### config.mk
export PLATFORM = sky130hd
export DESIGN_NAME = page_frame_replacement_lru_fifo_flat
export DESIGN_NICKNAME = d
export VERILOG_FILES = /design/src/rtl/prf_pkg.sv /design/src/rtl/prf_if.sv /design/src/rtl/page_frame_replacement_lru_fifo.sv /design/src/rtl/prf_frames.sv /design/src/flat_wrapper.sv
export VERILOG_INCLUDE_DIRS = /design/src /design/src/rtl
export SDC_FILE = /design/constraint.sdc
export NUM_CORES = 1
export LEC_CHECK = 0
export ABC_CLOCK_PERIOD_IN_PS = 12500
export CORE_MARGIN = 2
export CORE_UTILIZATION = 40
export CTS_BUF_LIST = sky130_fd_sc_hd__clkbuf_8 sky130_fd_sc_hd__clkbuf_16
export DETAILED_ROUTE_END_ITERATION = 12
export DONT_BUFFER_PORTS = 1
export MAX_ROUTING_LAYER = met4
export PLACE_DENSITY = 0.52
export SLEW_MARGIN = 20
export SYNTH_ARGS = -nofsm -noshare
export SYNTH_HDL_FRONTEND = slang
export SYNTH_SLANG_ARGS = --single-unit
### constraint.sdc
create_clock -name clock -period 12.5 [get_ports clock]
set_clock_uncertainty 0.05 [all_clocks]
set_input_delay 3.125 -clock clock [delete_from_list [all_inputs] [get_ports clock]]
set_output_delay 3.125 -clock clock [all_outputs]
set_load 0.02 [all_outputs]
### src/rtl/assert_macros.svh
`ifndef ASSERT_MACROS_SVH
`define ASSERT_MACROS_SVH

// same-cycle implication, sampled on clock, off during reset
`define PRF_ASSERT_NOW(label, ante, cons, msg) \
   label: assert property (@(posedge clock) disable iff (reset) (ante) |-> (cons)) \
      else $error(msg);

// next-cycle implication, sampled on clock, off during reset
`define PRF_ASSERT_NEXT(label, ante, cons, msg) \
   label: assert property (@(posedge clock) disable iff (reset) (ante) |=> (cons)) \
      else $error(msg);

`endif

### src/rtl/prf_pkg.sv
package prf_pkg;

   localparam int CSR_ADDR_W   = 3;
   localparam int CSR_DATA_W   = 32;
   localparam int CFG_FRAMES_W = 4;
   localparam logic [CFG_FRAMES_W-1:0] CFG_FRAMES_RESET = 4'd4;

   localparam int SLOT_W   = 3;
   localparam int EVICT_W  = 16;
   localparam int FAULT_W  = 32;
   localparam int FILLED_W = 4;

   typedef enum logic {
      POLICY_LRU  = 1'b0,
      POLICY_FIFO = 1'b1
   } policy_type;

   typedef enum logic {
      CSR_POLICY = 1'b0,
      CSR_FRAMES = 1'b1
   } csr_index_type;

   typedef struct packed {
      logic hit;
      logic evict;
   } prf_status_type;

endpackage

### src/rtl/prf_if.sv
interface prf_req_if #(parameter int PAGE_BITS = 16) ();
   logic                 valid;
   logic                 ready;
   logic [PAGE_BITS-1:0] page_number;

   modport source (output valid, output page_number, input ready);
   modport sink (input valid, input page_number, output ready);
endinterface

interface prf_rsp_if ();
   import prf_pkg::*;

   logic                valid;
   logic                ready;
   logic                hit;
   logic [SLOT_W-1:0]   frame_slot;
   logic                evicted_valid;
   logic [EVICT_W-1:0]  evicted_page;
   logic [FAULT_W-1:0]  fault_total;
   logic [FILLED_W-1:0] filled_frames;

   modport source (output valid, output hit, output frame_slot, output evicted_valid,
                   output evicted_page, output fault_total, output filled_frames,
                   input ready);
   modport sink (input valid, input hit, input frame_slot, input evicted_valid,
                 input evicted_page, input fault_total, input filled_frames,
                 output ready);
endinterface

### src/rtl/page_frame_replacement_lru_fifo.sv
// channel   | dir | beat
// ----------+-----+-----------------------------------------------------------
// req_chan  | in  | page_number
// rsp_chan  | out | hit, frame_slot, evicted_valid, evicted_page,
//           |     | fault_total, filled_frames
// apb       | in  | policy_mode at 0x0, frames_in_use at 0x4
//
// one reference per cycle unless rsp stalls; req->rsp via input, result regs
// the frame lookup, age update and fault count are all combinational from the
// input register, through the frame compare and oldest-rank search
// reset clears ranks, fill count, fault count and config; frame pages need none
// a stalled rsp holds the input register, then drops req_chan.ready

`include "assert_macros.svh"

module page_frame_replacement_lru_fifo #(
   parameter int FRAMES    = 8,
   parameter int PAGE_BITS = 16
) (
   input  logic                           clock,
   input  logic                           reset,
   prf_req_if.sink                        req_chan,
   prf_rsp_if.source                      rsp_chan,
   input  logic                           psel,
   input  logic                           penable,
   input  logic                           pwrite,
   input  logic [prf_pkg::CSR_ADDR_W-1:0] paddr,
   input  logic [prf_pkg::CSR_DATA_W-1:0] pwdata,
   output logic [prf_pkg::CSR_DATA_W-1:0] prdata,
   output logic                           pready
);
   import prf_pkg::*;

   localparam int IDX_W  = (FRAMES > 1) ? $clog2(FRAMES) : 1;
   localparam int FILL_W = $clog2(FRAMES + 1);

   policy_type               policy_ff;
   logic [CFG_FRAMES_W-1:0]  frames_cfg_ff;
   csr_index_type            csr_index;
   logic                     csr_write;

   logic                     in_valid_ff;
   logic [PAGE_BITS-1:0]     in_page_ff;
   logic                     advance;

   prf_status_type           status;
   logic [IDX_W-1:0]         slot;
   logic [PAGE_BITS-1:0]     evict_page;
   logic [FILL_W-1:0]        fill_next;

   logic [FAULT_W-1:0]       fault_ff, fault_in;

   logic                     rsp_valid_ff;
   logic                     rsp_hit_ff;
   logic [SLOT_W-1:0]        rsp_slot_ff;
   logic                     rsp_evict_ff;
   logic [EVICT_W-1:0]       rsp_evict_page_ff;
   logic [FAULT_W-1:0]       rsp_fault_ff;
   logic [FILLED_W-1:0]      rsp_filled_ff;

   // register file
   assign pready    = 1'b1;
   assign csr_index = csr_index_type'(paddr[2]);
   assign csr_write = psel && penable && pwrite && pready;

   always_comb begin
      unique case (csr_index)
         CSR_POLICY: prdata = CSR_DATA_W'(policy_ff);
         CSR_FRAMES: prdata = CSR_DATA_W'(frames_cfg_ff);
         default:    prdata = '0;
      endcase
   end

   always_ff @(posedge clock) begin
      if (reset) begin
         policy_ff     <= POLICY_LRU;
         frames_cfg_ff <= CFG_FRAMES_RESET;
      end else if (csr_write) begin
         unique case (csr_index)
            CSR_POLICY: policy_ff     <= policy_type'(pwdata[0]);
            CSR_FRAMES: frames_cfg_ff <= pwdata[CFG_FRAMES_W-1:0];
            default: ;
         endcase
      end
   end

   // input register
   assign advance        = in_valid_ff && (!rsp_valid_ff || rsp_chan.ready);
   assign req_chan.ready = !in_valid_ff || advance;

   always_ff @(posedge clock) begin
      if (reset) begin
         in_valid_ff <= 1'b0;
      end else if (req_chan.ready) begin
         in_valid_ff <= req_chan.valid;
      end
   end

   always_ff @(posedge clock) begin
      if (req_chan.ready && req_chan.valid) begin
         in_page_ff <= req_chan.page_number;
      end
   end

   prf_frames #(
      .FRAMES    (FRAMES),
      .PAGE_BITS (PAGE_BITS)
   ) u_frames (
      .clock      (clock),
      .reset      (reset),
      .step       (advance),
      .page       (in_page_ff),
      .lru        (policy_ff == POLICY_LRU),
      .cap_cfg    (frames_cfg_ff),
      .status     (status),
      .slot       (slot),
      .evict_page (evict_page),
      .fill_next  (fill_next)
   );

   // saturating fault count
   assign fault_in = (!status.hit && (fault_ff != '1)) ? fault_ff + FAULT_W'(1) : fault_ff;

   always_ff @(posedge clock) begin
      if (reset) begin
         fault_ff <= '0;
      end else if (advance) begin
         fault_ff <= fault_in;
      end
   end

   // result register
   always_ff @(posedge clock) begin
      if (reset) begin
         rsp_valid_ff <= 1'b0;
      end else if (advance) begin
         rsp_valid_ff <= 1'b1;
      end else if (rsp_chan.ready) begin
         rsp_valid_ff <= 1'b0;
      end
   end

   always_ff @(posedge clock) begin
      if (advance) begin
         rsp_hit_ff        <= status.hit;
         rsp_slot_ff       <= SLOT_W'(slot);
         rsp_evict_ff      <= status.evict;
         rsp_evict_page_ff <= EVICT_W'(evict_page);
         rsp_fault_ff      <= fault_in;
         rsp_filled_ff     <= FILLED_W'(fill_next);
      end
   end

   assign rsp_chan.valid         = rsp_valid_ff;
   assign rsp_chan.hit           = rsp_hit_ff;
   assign rsp_chan.frame_slot    = rsp_slot_ff;
   assign rsp_chan.evicted_valid = rsp_evict_ff;
   assign rsp_chan.evicted_page  = rsp_evict_page_ff;
   assign rsp_chan.fault_total   = rsp_fault_ff;
   assign rsp_chan.filled_frames = rsp_filled_ff;

   `PRF_ASSERT_NOW(a_evict_is_miss, rsp_valid_ff && rsp_evict_ff, !rsp_hit_ff, "eviction on a hit")
   `PRF_ASSERT_NOW(a_no_evict_zero, rsp_valid_ff && !rsp_evict_ff, rsp_evict_page_ff == '0, "evicted page not zero")
   `PRF_ASSERT_NEXT(a_hit_no_fault, advance && status.hit, fault_ff == $past(fault_ff), "fault counted on a hit")
   `PRF_ASSERT_NEXT(a_fault_monotone, advance, fault_ff >= $past(fault_ff), "fault count went down")

endmodule

### src/rtl/prf_frames.sv
module prf_frames #(
   parameter int FRAMES    = 8,
   parameter int PAGE_BITS = 16,
   localparam int IDX_W    = (FRAMES > 1) ? $clog2(FRAMES) : 1,
   localparam int FILL_W   = $clog2(FRAMES + 1)
) (
   input  logic                                clock,
   input  logic                                reset,
   input  logic                                step,
   input  logic [PAGE_BITS-1:0]                page,
   input  logic                                lru,
   input  logic [prf_pkg::CFG_FRAMES_W-1:0]    cap_cfg,
   output prf_pkg::prf_status_type             status,
   output logic [IDX_W-1:0]                    slot,
   output logic [PAGE_BITS-1:0]                evict_page,
   output logic [FILL_W-1:0]                   fill_next
);
   import prf_pkg::*;

   localparam int CAP_W = (FILL_W > CFG_FRAMES_W) ? FILL_W : CFG_FRAMES_W;

   logic [PAGE_BITS-1:0] page_ff [FRAMES];
   logic [IDX_W-1:0]     rank_ff [FRAMES];
   logic [IDX_W-1:0]     rank_in [FRAMES];
   logic [FILL_W-1:0]    fill_ff, fill_in;
   logic [FRAMES-1:0]    match, oldest;
   logic [CAP_W-1:0]     cap;
   logic                 hit_any, room;
   logic [IDX_W-1:0]     hit_idx, old_idx, slot_sel, slot_rank;

   // tag compare and oldest-frame search over the filled frames
   always_comb begin
      hit_idx = '0;
      old_idx = '0;
      for (int i = 0; i < FRAMES; i++) begin
         match[i]  = (FILL_W'(i) < fill_ff) && (page_ff[i] == page);
         oldest[i] = (FILL_W'(i) < fill_ff) &&
                     (rank_ff[i] == IDX_W'(fill_ff - FILL_W'(1)));
      end
      for (int i = FRAMES - 1; i >= 0; i--) begin
         if (match[i]) begin
            hit_idx = IDX_W'(i);
         end
         if (oldest[i]) begin
            old_idx = IDX_W'(i);
         end
      end
      hit_any = |match;
   end

   always_comb begin
      priority if (cap_cfg == '0) begin
         cap = CAP_W'(1);
      end else if (CAP_W'(cap_cfg) > CAP_W'(FRAMES)) begin
         cap = CAP_W'(FRAMES);
      end else begin
         cap = CAP_W'(cap_cfg);
      end
      room = CAP_W'(fill_ff) < cap;
   end

   always_comb begin
      priority if (hit_any) begin
         slot_sel = hit_idx;
      end else if (room) begin
         slot_sel = IDX_W'(fill_ff);
      end else begin
         slot_sel = old_idx;
      end
      fill_in   = (!hit_any && room) ? fill_ff + FILL_W'(1) : fill_ff;
      slot_rank = rank_ff[slot_sel];
      for (int i = 0; i < FRAMES; i++) begin
         rank_in[i] = rank_ff[i];
         if (!hit_any || lru) begin
            if (IDX_W'(i) == slot_sel) begin
               rank_in[i] = '0;
            end else if ((FILL_W'(i) < fill_in) && (!hit_any || (rank_ff[i] < slot_rank))) begin
               rank_in[i] = rank_ff[i] + IDX_W'(1);
            end
         end
      end
   end

   assign status.hit   = hit_any;
   assign status.evict = !hit_any && !room;
   assign slot         = slot_sel;
   assign evict_page   = status.evict ? page_ff[old_idx] : '0;
   assign fill_next    = fill_in;

   always_ff @(posedge clock) begin
      if (reset) begin
         fill_ff <= '0;
         for (int i = 0; i < FRAMES; i++) begin
            rank_ff[i] <= '0;
         end
      end else if (step) begin
         fill_ff <= fill_in;
         for (int i = 0; i < FRAMES; i++) begin
            rank_ff[i] <= rank_in[i];
         end
      end
   end

   always_ff @(posedge clock) begin
      if (step && !hit_any) begin
         page_ff[slot_sel] <= page;
      end
   end

endmodule

### src/flat_wrapper.sv
// flat-port wrapper written by rule: the top's interface ports become plain ports
module page_frame_replacement_lru_fifo_flat import prf_pkg::*;
#(
   parameter int FRAMES    = 8,
   parameter int PAGE_BITS = 16
)
  (clock, reset, psel, penable, pwrite, paddr, pwdata, prdata, pready, req_chan_valid, req_chan_page_number, req_chan_ready, rsp_chan_valid, rsp_chan_hit, rsp_chan_frame_slot, rsp_chan_evicted_valid, rsp_chan_evicted_page, rsp_chan_fault_total, rsp_chan_filled_frames, rsp_chan_ready);
  prf_req_if #(.PAGE_BITS(PAGE_BITS)) req_chan_i ();
  prf_rsp_if rsp_chan_i ();
  input  logic clock;
  input  logic reset;
  input  logic psel;
  input  logic penable;
  input  logic pwrite;
  input  logic [prf_pkg::CSR_ADDR_W-1:0] paddr;
  input  logic [prf_pkg::CSR_DATA_W-1:0] pwdata;
  output logic [prf_pkg::CSR_DATA_W-1:0] prdata;
  output logic pready;
  input wire logic [$bits(req_chan_i.valid)-1:0] req_chan_valid;
  input wire logic [$bits(req_chan_i.page_number)-1:0] req_chan_page_number;
  output wire logic [$bits(req_chan_i.ready)-1:0] req_chan_ready;
  output wire logic [$bits(rsp_chan_i.valid)-1:0] rsp_chan_valid;
  output wire logic [$bits(rsp_chan_i.hit)-1:0] rsp_chan_hit;
  output wire logic [$bits(rsp_chan_i.frame_slot)-1:0] rsp_chan_frame_slot;
  output wire logic [$bits(rsp_chan_i.evicted_valid)-1:0] rsp_chan_evicted_valid;
  output wire logic [$bits(rsp_chan_i.evicted_page)-1:0] rsp_chan_evicted_page;
  output wire logic [$bits(rsp_chan_i.fault_total)-1:0] rsp_chan_fault_total;
  output wire logic [$bits(rsp_chan_i.filled_frames)-1:0] rsp_chan_filled_frames;
  input wire logic [$bits(rsp_chan_i.ready)-1:0] rsp_chan_ready;
  assign req_chan_i.valid = req_chan_valid;
  assign req_chan_i.page_number = req_chan_page_number;
  assign req_chan_ready = req_chan_i.ready;
  assign rsp_chan_valid = rsp_chan_i.valid;
  assign rsp_chan_hit = rsp_chan_i.hit;
  assign rsp_chan_frame_slot = rsp_chan_i.frame_slot;
  assign rsp_chan_evicted_valid = rsp_chan_i.evicted_valid;
  assign rsp_chan_evicted_page = rsp_chan_i.evicted_page;
  assign rsp_chan_fault_total = rsp_chan_i.fault_total;
  assign rsp_chan_filled_frames = rsp_chan_i.filled_frames;
  assign rsp_chan_i.ready = rsp_chan_ready;
  page_frame_replacement_lru_fifo #(.FRAMES(FRAMES), .PAGE_BITS(PAGE_BITS)) u_core (.clock(clock), .reset(reset), .req_chan(req_chan_i), .rsp_chan(rsp_chan_i), .psel(psel), .penable(penable), .pwrite(pwrite), .paddr(paddr), .pwdata(pwdata), .prdata(prdata), .pready(pready));
endmodule
## Word level (Yosys, flattened, before mapping)

Memory sizes are Yosys's and may differ from the RTL's. A register that Yosys moved wholly into a read port is not among the register bits.
Index checks and enable logic that the tools add are counted.

| storage, ports and cells | value |
|---|---|
| register bits after elaboration | 100 |
| latch bits | 0 |
| output and inout port bits | 92 |
| RAM bits | 152 |
| bits of input ports | 58 |
| memories kept | 2 |
| ROM bits | 0 |
| word-level logic and storage cells | 203 |

| cells by class | value |
|---|---|
| reduce and logical (&&, ||, !) cells | 54 |
| multiplexer cells | 64 |
| multiply operators | 0 |
| bitwise logic cells | 10 |
| $add $sub $neg | 11 |
| equal/unequal tests | 24 |
| divide/modulo/power cells | 0 |
| magnitude comparators | 26 |
| shift-type cells | 0 |

Memories:

| memory | depth | width | rd ports | clocked after memory_dff | write ports | line | RTL |
|---|---|---|---|---|---|---|---|
| u_core.u_frames.page_ff | 8 | 16 | 9 | 1 | 1 | prf_frames.sv:22 | `logic [PAGE_BITS-1:0] page_ff [FRAMES];` |
| u_core.u_frames.rank_ff | 8 | 3 | 9 | 0 | 8 | prf_frames.sv:23 | `logic [IDX_W-1:0] rank_ff [FRAMES];` |

Operators by type and width:

| cell | count |
|---|---|
| 2-to-1 mux 3 bit | 50 |
| == test 16 bit | 8 |
| one-hot mux 32 bit (2 select lines) | 1 |
| adder 32 x 1 -> 32 bit (second input constant) | 1 |
| logical AND 1 bit | 32 |
| less-than comparator 3 x 4 -> 1 bit (first input constant) | 8 |
| 2-to-1 mux 32 bit | 1 |
| != test 32 bit (second input constant) | 1 |
| adder 3 x 1 -> 3 bit (second input constant) | 8 |
| == test 3 bit | 8 |
| less-than comparator 3 bit | 8 |
| less-than comparator 1 x 4 -> 1 bit (first input constant) | 4 |
| less-than comparator 2 x 4 -> 1 bit (first input constant) | 4 |
| == test 3 bit (first input constant) | 4 |
| 2-to-1 mux 4 bit | 3 |
| logical OR 1 bit | 11 |
| 2-to-1 mux 1 bit | 9 |
| OR 1 bit | 8 |
| OR reduction 8 bit | 1 |
| == test 2 x 3 -> 1 bit (first input constant) | 2 |
| logical NOT 1 bit | 5 |
| adder 4 x 1 -> 4 bit (second input constant) | 1 |
| > comparator 4 bit (second input constant) | 1 |
| logical NOT 4 bit | 1 |
| other kinds (7) | 9 |

## Depth between registers and ports, before layout

Gate-level depths: netlist of the first run.
An unclocked memory read counts as a cell.

| depth | value |
|---|---|
| depth after elaboration | 21 |
| gate-level depth with buffers | 22 |
| gate-level depth less buffers | 18 |

## Modules after synthesis

A second synthesis of the first run with hierarchy kept.

| unflattened totals | value |
|---|---|
| cells, all modules | 1310 |
| area total of the unflattened synthesis | 14870.5 um2 |

By module, submodules not included:

| module | seq. area each (um2) | area an instance (um2) | cells each | times used |
|---|---|---|---|---|
| prf_frames | 4644.5 | 10037.1 | 899 | 1 |
| page_frame_replacement_lru_fifo | 2972.9 | 4833.4 | 411 | 1 |

## Least setup slack after synthesis of the first run

OpenSTA, ideal clock, no wires.

| path | value |
|---|---|
| path type | input to output |
| start point | input paddr[2] (netlist bit) |
| end point | output prdata[0] (netlist bit) |
| arrival | 3.490 ns |
| stages on the path | 1 |
| path buffers | 0 |
| data required time | 9.325 ns |
| slack | 5.835 ns |
| path through | mux2_2 |

| between the ends | value |
|---|---|
| word-level cells in the longest chain between the ends | 2 |

RTL lines:

| what | line | RTL |
|---|---|---|
| start: declaration | flat_wrapper.sv:15 | `input logic [prf_pkg::CSR_ADDR_W-1:0] paddr;` |
| inverter 1 bit (no source line) | - |  |
| one-hot mux 32 bit (2 select lines) * | page_frame_replacement_lru_fifo.sv:67 | `unique case (csr_index)` |
| end: declaration | flat_wrapper.sv:17 | `output logic [prf_pkg::CSR_DATA_W-1:0] prdata;` |

Every way passes the cells marked *; elsewhere a longest branch is shown, timed or not. The select of a mux whose other input is x is not followed.

## Final worst setup path of the first run

| path | value |
|---|---|
| start point | input rsp_chan_ready |
| end point | output req_chan_ready |

| between the ends | value |
|---|---|
| word-level cells in the longest chain between the ends | 3 |

RTL lines:

| what | line | RTL |
|---|---|---|
| start: declaration | flat_wrapper.sv:29 | `input wire logic [$bits(rsp_chan_i.ready)-1:0] rsp_chan_ready;` |
| logical OR 1 bit | page_frame_replacement_lru_fifo.sv:88 | `assign advance = in_valid_ff && (!rsp_valid_ff \|\| rsp_chan.ready);` |
| logical AND 1 bit | page_frame_replacement_lru_fifo.sv:88 |  |
| logical OR 1 bit | page_frame_replacement_lru_fifo.sv:89 | `assign req_chan.ready = !in_valid_ff \|\| advance;` |
| end: declaration | flat_wrapper.sv:21 | `output wire logic [$bits(req_chan_i.ready)-1:0] req_chan_ready;` |

Every way passes these cells.

==> results of run 1 <==
==> placed cells by master (no fill, tap or decap), types with 4 or more instances in the layout <==
| cell type | n |
|---|---|
| sky130_fd_sc_hd__a211oi_1 | 21 |
| sky130_fd_sc_hd__a21o_1 | 4 |
| sky130_fd_sc_hd__a21oi_1 | 56 |
| sky130_fd_sc_hd__and2_1 | 9 |
| sky130_fd_sc_hd__and3_1 | 13 |
| sky130_fd_sc_hd__buf_4 | 16 |
| sky130_fd_sc_hd__clkbuf_16 | 33 |
| sky130_fd_sc_hd__clkinv_1 | 4 |
| sky130_fd_sc_hd__clkinv_2 | 7 |
| sky130_fd_sc_hd__conb_1 | 29 |
| sky130_fd_sc_hd__dfxtp_1 | 43 |
| sky130_fd_sc_hd__edfxtp_1 | 225 |
| sky130_fd_sc_hd__ha_1 | 23 |
| sky130_fd_sc_hd__inv_1 | 35 |
| sky130_fd_sc_hd__mux2_2 | 36 |
| sky130_fd_sc_hd__mux2i_1 | 39 |
| sky130_fd_sc_hd__nand2_1 | 64 |
| sky130_fd_sc_hd__nand2b_1 | 6 |
| sky130_fd_sc_hd__nand3_1 | 32 |
| sky130_fd_sc_hd__nand4_1 | 27 |
| sky130_fd_sc_hd__nor2_1 | 167 |
| sky130_fd_sc_hd__nor3_1 | 18 |
| sky130_fd_sc_hd__nor4_1 | 17 |
| sky130_fd_sc_hd__nor4_2 | 4 |
| sky130_fd_sc_hd__o21ai_0 | 19 |
| sky130_fd_sc_hd__o21bai_1 | 5 |
| sky130_fd_sc_hd__o22ai_1 | 5 |
| sky130_fd_sc_hd__or2_2 | 4 |
| sky130_fd_sc_hd__or3_1 | 4 |
| sky130_fd_sc_hd__xnor2_1 | 118 |
| sky130_fd_sc_hd__xnor3_1 | 4 |
| sky130_fd_sc_hd__xor2_1 | 101 |
==> per-stage QoR <==
| step | total power [mW] | setup WS [ns] | hold WS (ns) |
|---|---|---|---|
| 2_1_floorplan | 1.18 | 5.84 | 0.414 |
| 3_3_place_gp | 1.22 | 5.80 | 0.422 |
| 3_5_place_dp | 1.22 | 5.80 | 0.434 |
| 4_1_cts | 2.10 | 5.79 | 0.441 |
| 5_1_grt | 2.15 | 5.41 | 0.482 |
| 6_report | 2.07 | 5.79 | 0.437 |
==> layout make-up <==
class	count	area, um2
fillers	3354	19900
flip-flops and latches	268	7620
multi-input cells	905	6340
clock buffers	34	840
well taps	461	577
clock inverters	21	143
repair buffers	16	120
inverters	29	110
diodes	1	2.50
==> final timing paths <==
path / startpoint / endpoint / slack (ns)
worst min-delay path: u_core.fault_ff[1]$_SDFFE_PP0P_ / u_core.fault_ff[1]$_SDFFE_PP0P_ / 0.44
worst max register to register: u_core.u_frames.fill_ff[0]$_SDFFE_PP0P_ / u_core.u_frames.rank_ff[2][2]$_SDFFCE_PP0P_ / 5.86
worst min register to register: u_core.fault_ff[1]$_SDFFE_PP0P_ / u_core.fault_ff[1]$_SDFFE_PP0P_ / 0.44
worst max-delay path: rsp_chan_ready / req_chan_ready / 5.79
==> report_power, final <==
group	switching, mW	internal (mW)
Combinational	0.0931	0.0631
Sequential	0.0482	0.997
Clock	0.355	0.516
==> cell families (layout without fill, tap and decap cells) <==
group | count (synthesis) | in the layout | share of synthesized area [%]
AO/OA/AOI/OAI | 156 | 156 | 7.46
XOR/XNOR | 226 | 226 | 14.4
adder cells (fa/ha/maj) | 27 | 27 | 2.27
buffers and inverters | 121 | 100 | 4.51
flip-flops | 268 | 268 | 52.6
multiplexers | 78 | 78 | 5.85
other | 2 | 30 | 0.0518
AND/OR/NAND/NOR | 389 | 389 | 12.9
==> flip-flops by register name, indices dropped and copies added, names as in the netlist <==
register	flops
u_core.in_page_ff	16
u_core.u_frames.fill_ff	4
u_core.rsp_chan.evicted_valid	1
u_core.u_frames.rank_ff	24
u_core.rsp_chan.filled_frames	4
u_core.rsp_chan.frame_slot	3
u_core.rsp_chan.fault_total	32
u_core.u_frames.page_ff	128
u_core.fault_ff	32
u_core.rsp_chan.evicted_page	16
u_core.rsp_chan.valid	1
u_core.policy_ff	1
u_core.frames_cfg_ff	4
u_core.in_valid_ff	1
u_core.rsp_chan.hit	1
==> layer usage <==
metal	vias up	share of wire [%]	track usage, %	wire (um)
li1	4454	-	-	-
met2	199	47	31.5	17200
met3	56	4.3	3.21	1570
met1	4516	46	25.8	16600
met4	0	2.4	5.04	863
met5	-	0	-	0
==> worst min-delay path: cells and delay by family, from the launching register on <==
family	cells	cell delay, ns
flip-flops	1	0.33
AND/OR/NAND/NOR	1	0.06
AO/OA/AOI/OAI	1	0.05
==> results list, run 1 <==
* Ranking of synthesized cells by area: sky130_fd_sc_hd__edfxtp_1 47%, sky130_fd_sc_hd__xnor2_1 7.1%, sky130_fd_sc_hd__xor2_1 6.1%
* Share of final-layout standard cells stronger than drive strength 1: 9.43%
- Sequential element share of the synthesized area: 52.6%
- The worst hold path passes through 2 cells.
* Vias per inst: 5.32
* Count of buffers inserted at the top-level ports: 0
- The final reports fail on design-rule violations.
- In this run, CTS created clock tree buffers numbering 30.
* Final cell count without fillers: 1735
- Derived from the worst setup path, the maximum achievable clock frequency is 149 MHz.
* Area post-placement: 0.0148 mm2
- The total count of max-transition violations in the final report is 0.
- Total Neg Setup Slack: 0 ns
- The smallest clock period supported by the final layout is computed as 6.71 ns.
* Routed wire length: 36300 um
- Number of remaining DRC errors: 11
- Total standard cell area after synthesis: 0.0145 mm2
- Among all flip-flop cells after synthesis, the most frequent one is sky130_fd_sc_hd__edfxtp_1.
- In this run the tightest slew margin relative to its limit is 26.6%.
- Measured along the y axis, the die boundary spans 194 um.
- In this run the worst hold path is classified as reg2reg.
* Critical path buffers and inverters: 0
- On the worst path, the slowest cell contributes a delay of 0.21 ns.
- After clock tree synthesis, the clock-pin slew on the worst setup and hold paths is 0.05 ns.
- The core region is 0.0357 mm2.
- For this design, the slowest cell found on the critical path is sky130_fd_sc_hd__nand2_1.
- Worst Setup End Kind: output pin
* Effective utilization at floorplan: 40.6%
- Worst skew pair latency: 0.57 ns
- Counting instances in the post-synthesis netlist gives the leading cell types as 225 x sky130_fd_sc_hd__edfxtp_1, 167 x sky130_fd_sc_hd__nor2_1, 118 x sky130_fd_sc_hd__xnor2_1.
- Count of synthesis-stage warnings from yosys: 0
- 1st-pass router iterations: 9
* Post-synthesis instance total: 1267
- Cell breakdown of the critical path: nor2b_1 -> nand2_1
* Total Die Area: 0.0378 mm2
- The clock passes through at most 3 buffers.
* CTS tree: built
* CP delay by family, top: simple AND/OR/NAND/NOR gates
* Worst-path maximum fanout: 4
* RD Place Congestion: 0.832
- Largest area contributor in the netlist: sky130_fd_sc_hd__edfxtp_1
- Library cell with the highest instance count after synthesis: sky130_fd_sc_hd__edfxtp_1
- Setup repair after global routing left no endpoint under its margin.
- Setup bufs post-CTS: 0
* Hold buffer count at cts: 0
* Fin area: 0.0158 mm2
* Final hold viol count: 0
- Synthesis inferred 268 register bits.
- Global Route Usage Sum: 19.6%
- DPL Wire Length: 24600 um
- 1st-iter DRT viols: 677
- Layout Nets: 1331
- Final ANT Viol Nets: 0
- Measured slew at the worst slew-check pin: 1.10 ns
- The critical path in this run is classified as in2out.
* Path length in cells of the critical path: 2
- Row generation in the floorplan step produced 69 rows.
- For this design, the sink count on the clock tree is 268.
- The via count of the first global-routing pass came to 8962.
- The tree is rooted in a sky130_fd_sc_hd__clkbuf_16.
- Largest net degree at the start of global routing: 67
* Number of endpoints failing setup at the final stage: 0
- For this block, the via count after detailed routing is 9225.
* Run status: finished with violations
- Global route total overflow: 0
- Mean Syn Cell Area: 11.4 um2
- Gates resized during post-CTS repair numbered 0.
- Including well taps, the total number of placed cells is 1679.
- EDFF count, synth: 225
- Top-level I/O count: 150
- Number of maximum-capacitance constraint violations: 0
- Share of the synthesized area in the top cell type: 46.6%
- The initial antenna violation count was 1.
- Wire length per cell after detailed routing: 20.9 um
- H-tree depth reported by CTS: 1
- Fraction of the cycle the final worst path needs: 53.7%
- Required arrival time at the worst endpoint: 9.32 ns
- Compared with the post-synthesis result, the final layout area differs by 8.71%.
- For this design the ratio of total power to cell area is 132 mW/mm2.
- In this run the horizontal extent of the chip is 194 um.
- At the end of the flow the core is filled with cells to 44.2%.
- VDD sags by at most 0.000104 V.
* Count of cell types in the netlist: 80
* Static Leak: 5.80 nW
* Fraction of registers with async set or reset after synthesis: 0%
* Data arrival time of the critical path: 3.54 ns
* CP startpoint kind: input port
- The first global-routing pass estimated 54800 um of wire.
- R2R depth: 17
No activity file was read; power rests on OpenSTA's default activity.
==> run 2: changes to the inputs <==
--- a/config.mk
+++ b/config.mk
@@ -6,14 +6,15 @@
 export SDC_FILE = /design/constraint.sdc
 export NUM_CORES = 1
 export LEC_CHECK = 0
-export ABC_CLOCK_PERIOD_IN_PS = 12500
+export ABC_AREA = 1
+export ABC_CLOCK_PERIOD_IN_PS = 5850
 export CORE_MARGIN = 2
 export CORE_UTILIZATION = 40
 export CTS_BUF_LIST = sky130_fd_sc_hd__clkbuf_8 sky130_fd_sc_hd__clkbuf_16
 export DETAILED_ROUTE_END_ITERATION = 12
 export DONT_BUFFER_PORTS = 1
 export MAX_ROUTING_LAYER = met4
-export PLACE_DENSITY = 0.52
+export PLACE_DENSITY = 0.54
 export SLEW_MARGIN = 20
 export SYNTH_ARGS = -nofsm -noshare
 export SYNTH_HDL_FRONTEND = slang
==> constraint.sdc (replaced) <==
create_clock -name clock -period 5.85 [get_ports clock]
set_clock_uncertainty 0.05 [all_clocks]
set_input_delay 1.4625 -clock clock [delete_from_list [all_inputs] [get_ports clock]]
set_output_delay 1.4625 -clock clock [all_outputs]
set_load 0.02 [all_outputs]
==> results list, run 2 <==
- The flow ran to the end, and the final reports show no timing, DRC or antenna violations.
* Top routing layer in use: met4
* Global route total overflow: 0
* Required arrival time at the worst endpoint: 6.05 ns
- Vias in the first global route: 10996
- 1st-iter DRT viols: 740
- After detailed routing, the wire length on met1 is 18100 um.
- The placed instances occupy a cell area of 0.0154 mm2.
- In this run, post-CTS hold repair placed 0 buffers.
* Clock tree sinks: 268
- Post-synthesis instance total: 1652
- Number of endpoints failing setup at the final stage: 0
* Number of pins exceeding their max-slew limit in the final report: 0
* Mean Syn Cell Area: 9.03 um2
* TritonCTS Buffers: 31
- Final hold viol count: 0
- Count of buffers inserted at the top-level ports: 0
* Resized Gates After CTS: 0
- Measured slew at the worst slew-check pin: 0.920 ns
- Pwr Density: 282 mW/mm2
- Summed over all failing endpoints, the final setup total negative slack is 0 ns.
- Prior to clock tree synthesis, the placed netlist has a worst setup slack of 1.04 ns.
- Share of the synthesized area in the top cell type: 45.3%
* 1st-pass router iterations: 5
- Entering global routing, the biggest net connects 65 pins.
- Clock edge transition at the registers on the reported setup and hold paths: 0.06 ns
- In this run the worst path has a maximum fanout of 16.
* #FFs+latches synth: 268
* Total met3 wirelength after detailed routing: 2160 um
- Total Die Area: 0.0389 mm2
- Summed over all layers, the routed wires come to 40900 um.
- Number of maximum-capacitance constraint violations: 0
- Reg-to-reg setup timing slack: 0.98 ns
- Fin area: 0.0164 mm2
- Class of the most critical hold timing path: reg2reg
- After synthesis the cells add up to 0.0149 mm2.
- In this run the remaining antenna-violating nets after routing total 0.
* Total core area: 0.0367 mm2
- EDFF count, synth: 225
* Number of antenna violations at the first check in global routing: 4
- Register bank with the most flops: u_core.u_frames.page_ff
- Fraction of the cycle the final worst path needs: 83.3%
- Max IR drop VDD: 0.000215 V
* Effective utilization at floorplan: 40.7%
- Overall power consumption after layout is estimated at 4.62 mW.
- The clock reaches the later pin of the worst-skew pair after 0.58 ns.
* CTS tree: built
- In this run the most critical hold path is launched from u_core.fault_ff[4]$_SDFFE_PP0P_.
* Clock buffer depth: 3
* Crit Reg-Reg Endpoint: u_core.u_frames.rank_ff[7][1]$_SDFFCE_PN0P_
- Based on the critical path, the design can be clocked at up to 205 MHz.
- Ranked by instance count, the synthesized netlist is headed by 305 x sky130_fd_sc_hd__nand2_1, 231 x sky130_fd_sc_hd__nor2_1, 225 x sky130_fd_sc_hd__edfxtp_1.
- Final setup slack of the worst path: 0.975 ns
- Clk root buf: sky130_fd_sc_hd__clkbuf_16
- The Yosys step of the flow raised 0 warnings.
* Share of final-layout standard cells stronger than drive strength 1: 9.33%
* Total number of vias: 11135
- Overall die height: 197 um
- Vias per inst: 5.17
* Worst Setup End Kind: flip-flop
* Number of remaining DRC errors: 0
* Global-route wire length before repair: 63200 um
* R2R depth: 26
- Headroom to the max-slew limit came out at 38.3%.
- Setup repair after global routing left no endpoint under its margin.
- Worst hold path endpoint: u_core.fault_ff[4]$_SDFFE_PP0P_
- After synthesis, the netlist uses 56 different library cells.
* Largest area contributor in the netlist: sky130_fd_sc_hd__edfxtp_1
- Sequential element share of the synthesized area: 51.0%
- In the global route stage, overall resource usage came out at 21.8%.
- The final layout contains 1739 nets.
- Commonest cells after routing, fill and taps aside: 304 x sky130_fd_sc_hd__nand2_1, 230 x sky130_fd_sc_hd__nor2_1, 225 x sky130_fd_sc_hd__edfxtp_1
* Static Leak: 6.59 nW
- The congestion estimate from routability-driven global placement came to 0.920.
* Setup bufs post-CTS: 0
- In this run the number of H-tree levels came out at 1.
- Detailed routing placed a total of 19700 um of wire on met2.
- In the final routed layout, each cell accounts on average for 19.0 um.
* Dominant register cell in the synthesized netlist: sky130_fd_sc_hd__edfxtp_1
- Worst hold stages: 2
- DPL Wire Length: 29100 um
* Top-level I/O count: 150
- Area delta synth->final: 9.65%
- Die X-Extent: 197 um
- Counting flops with an async set or reset pin after synthesis yields a share of 0%.
* Most frequent standard cell in the layout excluding fill and tap cells: sky130_fd_sc_hd__nand2_1
- The floorplan has 70 rows.
- Data arrival time of the critical path: 5.08 ns
- The smallest clock period supported by the final layout is computed as 4.87 ns.
- Ranking of synthesized cells by area: sky130_fd_sc_hd__edfxtp_1 45%, sky130_fd_sc_hd__nand2_1 7.7%, sky130_fd_sc_hd__nor2_1 5.8%
* Setup Crit Path Kind: reg2reg
* Library cell with the highest instance count after synthesis: sky130_fd_sc_hd__nand2_1
- R2R Path Start: u_core.in_page_ff[5]$_DFFE_PP_
- The worst setup path is launched from a flip-flop.
* Max FFs per register: 128
## run 2: cell types whose count changed after synthesis, moves of 36 or more
| cell | delta |
|---|---|
| sky130_fd_sc_hd__nand2_1 | +241 |
| sky130_fd_sc_hd__inv_1 | +165 |
| sky130_fd_sc_hd__nor2_1 | +64 |
| sky130_fd_sc_hd__xnor2_1 | -61 |
| sky130_fd_sc_hd__nand3_1 | +56 |
| sky130_fd_sc_hd__o21ai_0 | +56 |
| sky130_fd_sc_hd__mux2i_1 | -39 |
| sky130_fd_sc_hd__mux2_2 | -36 |
## run 2: final cells by class
| type | count | area [um2] |
|---|---|---|
| well taps | 468 | 586 |
| clock inverters | 23 | 139 |
| clock buffers | 35 | 853 |
| multi-input cells | 1122 | 6180 |
| repair buffers | 26 | 195 |
| inverters | 209 | 787 |
| flip-flops and latches | 268 | 7620 |
| diodes | 4 | 10.0 |
| fillers | 3549 | 20300 |
## run 2: how the worst max path moves through the flow
| stage | start | end | slack, ns | depth (start not counted) |
|---|---|---|---|---|
| finish | u_core.in_page_ff[5]$_DFFE_PP_ | u_core.u_frames.rank_ff[7][1]$_SDFFCE_PN0P_ | 0.98 | 26 |
| floorplan | rsp_chan_ready | u_core.u_frames.page_ff[0][0]$_DFFE_PP_ | 0.88 | 6 |
| CTS | u_core.u_frames.fill_ff[1]$_SDFFE_PP0P_ | u_core.u_frames.rank_ff[7][2]$_SDFFCE_PN0P_ | 1.02 | 24 |
| global placement | u_core.u_frames.fill_ff[1]$_SDFFE_PP0P_ | u_core.u_frames.rank_ff[7][0]$_SDFFCE_PN0P_ | 1.06 | 27 |
| global route | u_core.u_frames.fill_ff[1]$_SDFFE_PP0P_ | u_core.u_frames.rank_ff[0][1]$_SDFFCE_PP0P_ | 0.51 | 26 |
| detailed placement | u_core.u_frames.fill_ff[1]$_SDFFE_PP0P_ | u_core.u_frames.rank_ff[7][2]$_SDFFCE_PN0P_ | 1.04 | 24 |
## run 2: layer usage
metal,GRT usage (%),up-vias
met5,-,-
met4,5.68,0
met3,3.30,61
met2,35.6,303
met1,28.4,5333
li1,-,5438
## run 2: stage by stage
step                      hold WS, ns  cells  utilization [%]
after floorplan                 0.419   1679                -
after global placement          0.440   2093             41.9
after CTS                       0.466   2151             44.6
final                           0.459   2155             44.6
after global routing            0.492   2154             44.6
after detailed placement        0.453   2093             41.9
## run 2: logic make-up after synthesis
group	count (synthesis)	synth area share, %
other	2	0.0503
DFF	268	51.0
buffers and inverters	289	8.50
xor gates and xnor gates	132	7.90
adders and majority gates	23	1.93
AOI/OAI and AO/OA	170	7.06
and+or+nand+nor	768	23.5
## run 2: power by group
| part | switching, mW | leakage, nW | total, mW | internal, mW |
|---|---|---|---|---|
| registers | 0.102 | 2.46 | 2.25 | 2.14 |
| clock network | 0.787 | 0.506 | 1.87 | 1.08 |
| logic | 0.333 | 3.63 | 0.505 | 0.172 |
| total | 1.22 | 6.59 | 4.62 | 3.40 |
## run 2: worst max-delay path, cell delays in order, from the launching register on
cell,delay [ns]
sky130_fd_sc_hd__edfxtp_1,0.82
sky130_fd_sc_hd__inv_1,0.30
sky130_fd_sc_hd__nand2_1,0.16
sky130_fd_sc_hd__nand2_1,0.08
sky130_fd_sc_hd__nor2_1,0.09
sky130_fd_sc_hd__nand3_1,0.08
sky130_fd_sc_hd__nor2_1,0.15
sky130_fd_sc_hd__nand2_1,0.07
sky130_fd_sc_hd__nand2_1,0.06
sky130_fd_sc_hd__clkinv_1,0.09
sky130_fd_sc_hd__nand2_4,0.10
sky130_fd_sc_hd__nor2_8,0.07
sky130_fd_sc_hd__a21oi_4,0.37
sky130_fd_sc_hd__inv_4,0.13
sky130_fd_sc_hd__nand2_1,0.28
sky130_fd_sc_hd__o22ai_1,0.12
sky130_fd_sc_hd__a221oi_1,0.27
sky130_fd_sc_hd__a22oi_1,0.14
sky130_fd_sc_hd__buf_4,0.18
sky130_fd_sc_hd__ha_1,0.28
sky130_fd_sc_hd__nand2_1,0.06
sky130_fd_sc_hd__inv_1,0.03
sky130_fd_sc_hd__nand2_1,0.05
sky130_fd_sc_hd__nand2_1,0.04
sky130_fd_sc_hd__nand2_1,0.05
sky130_fd_sc_hd__nand2_1,0.05
sky130_fd_sc_hd__a21oi_1,0.31
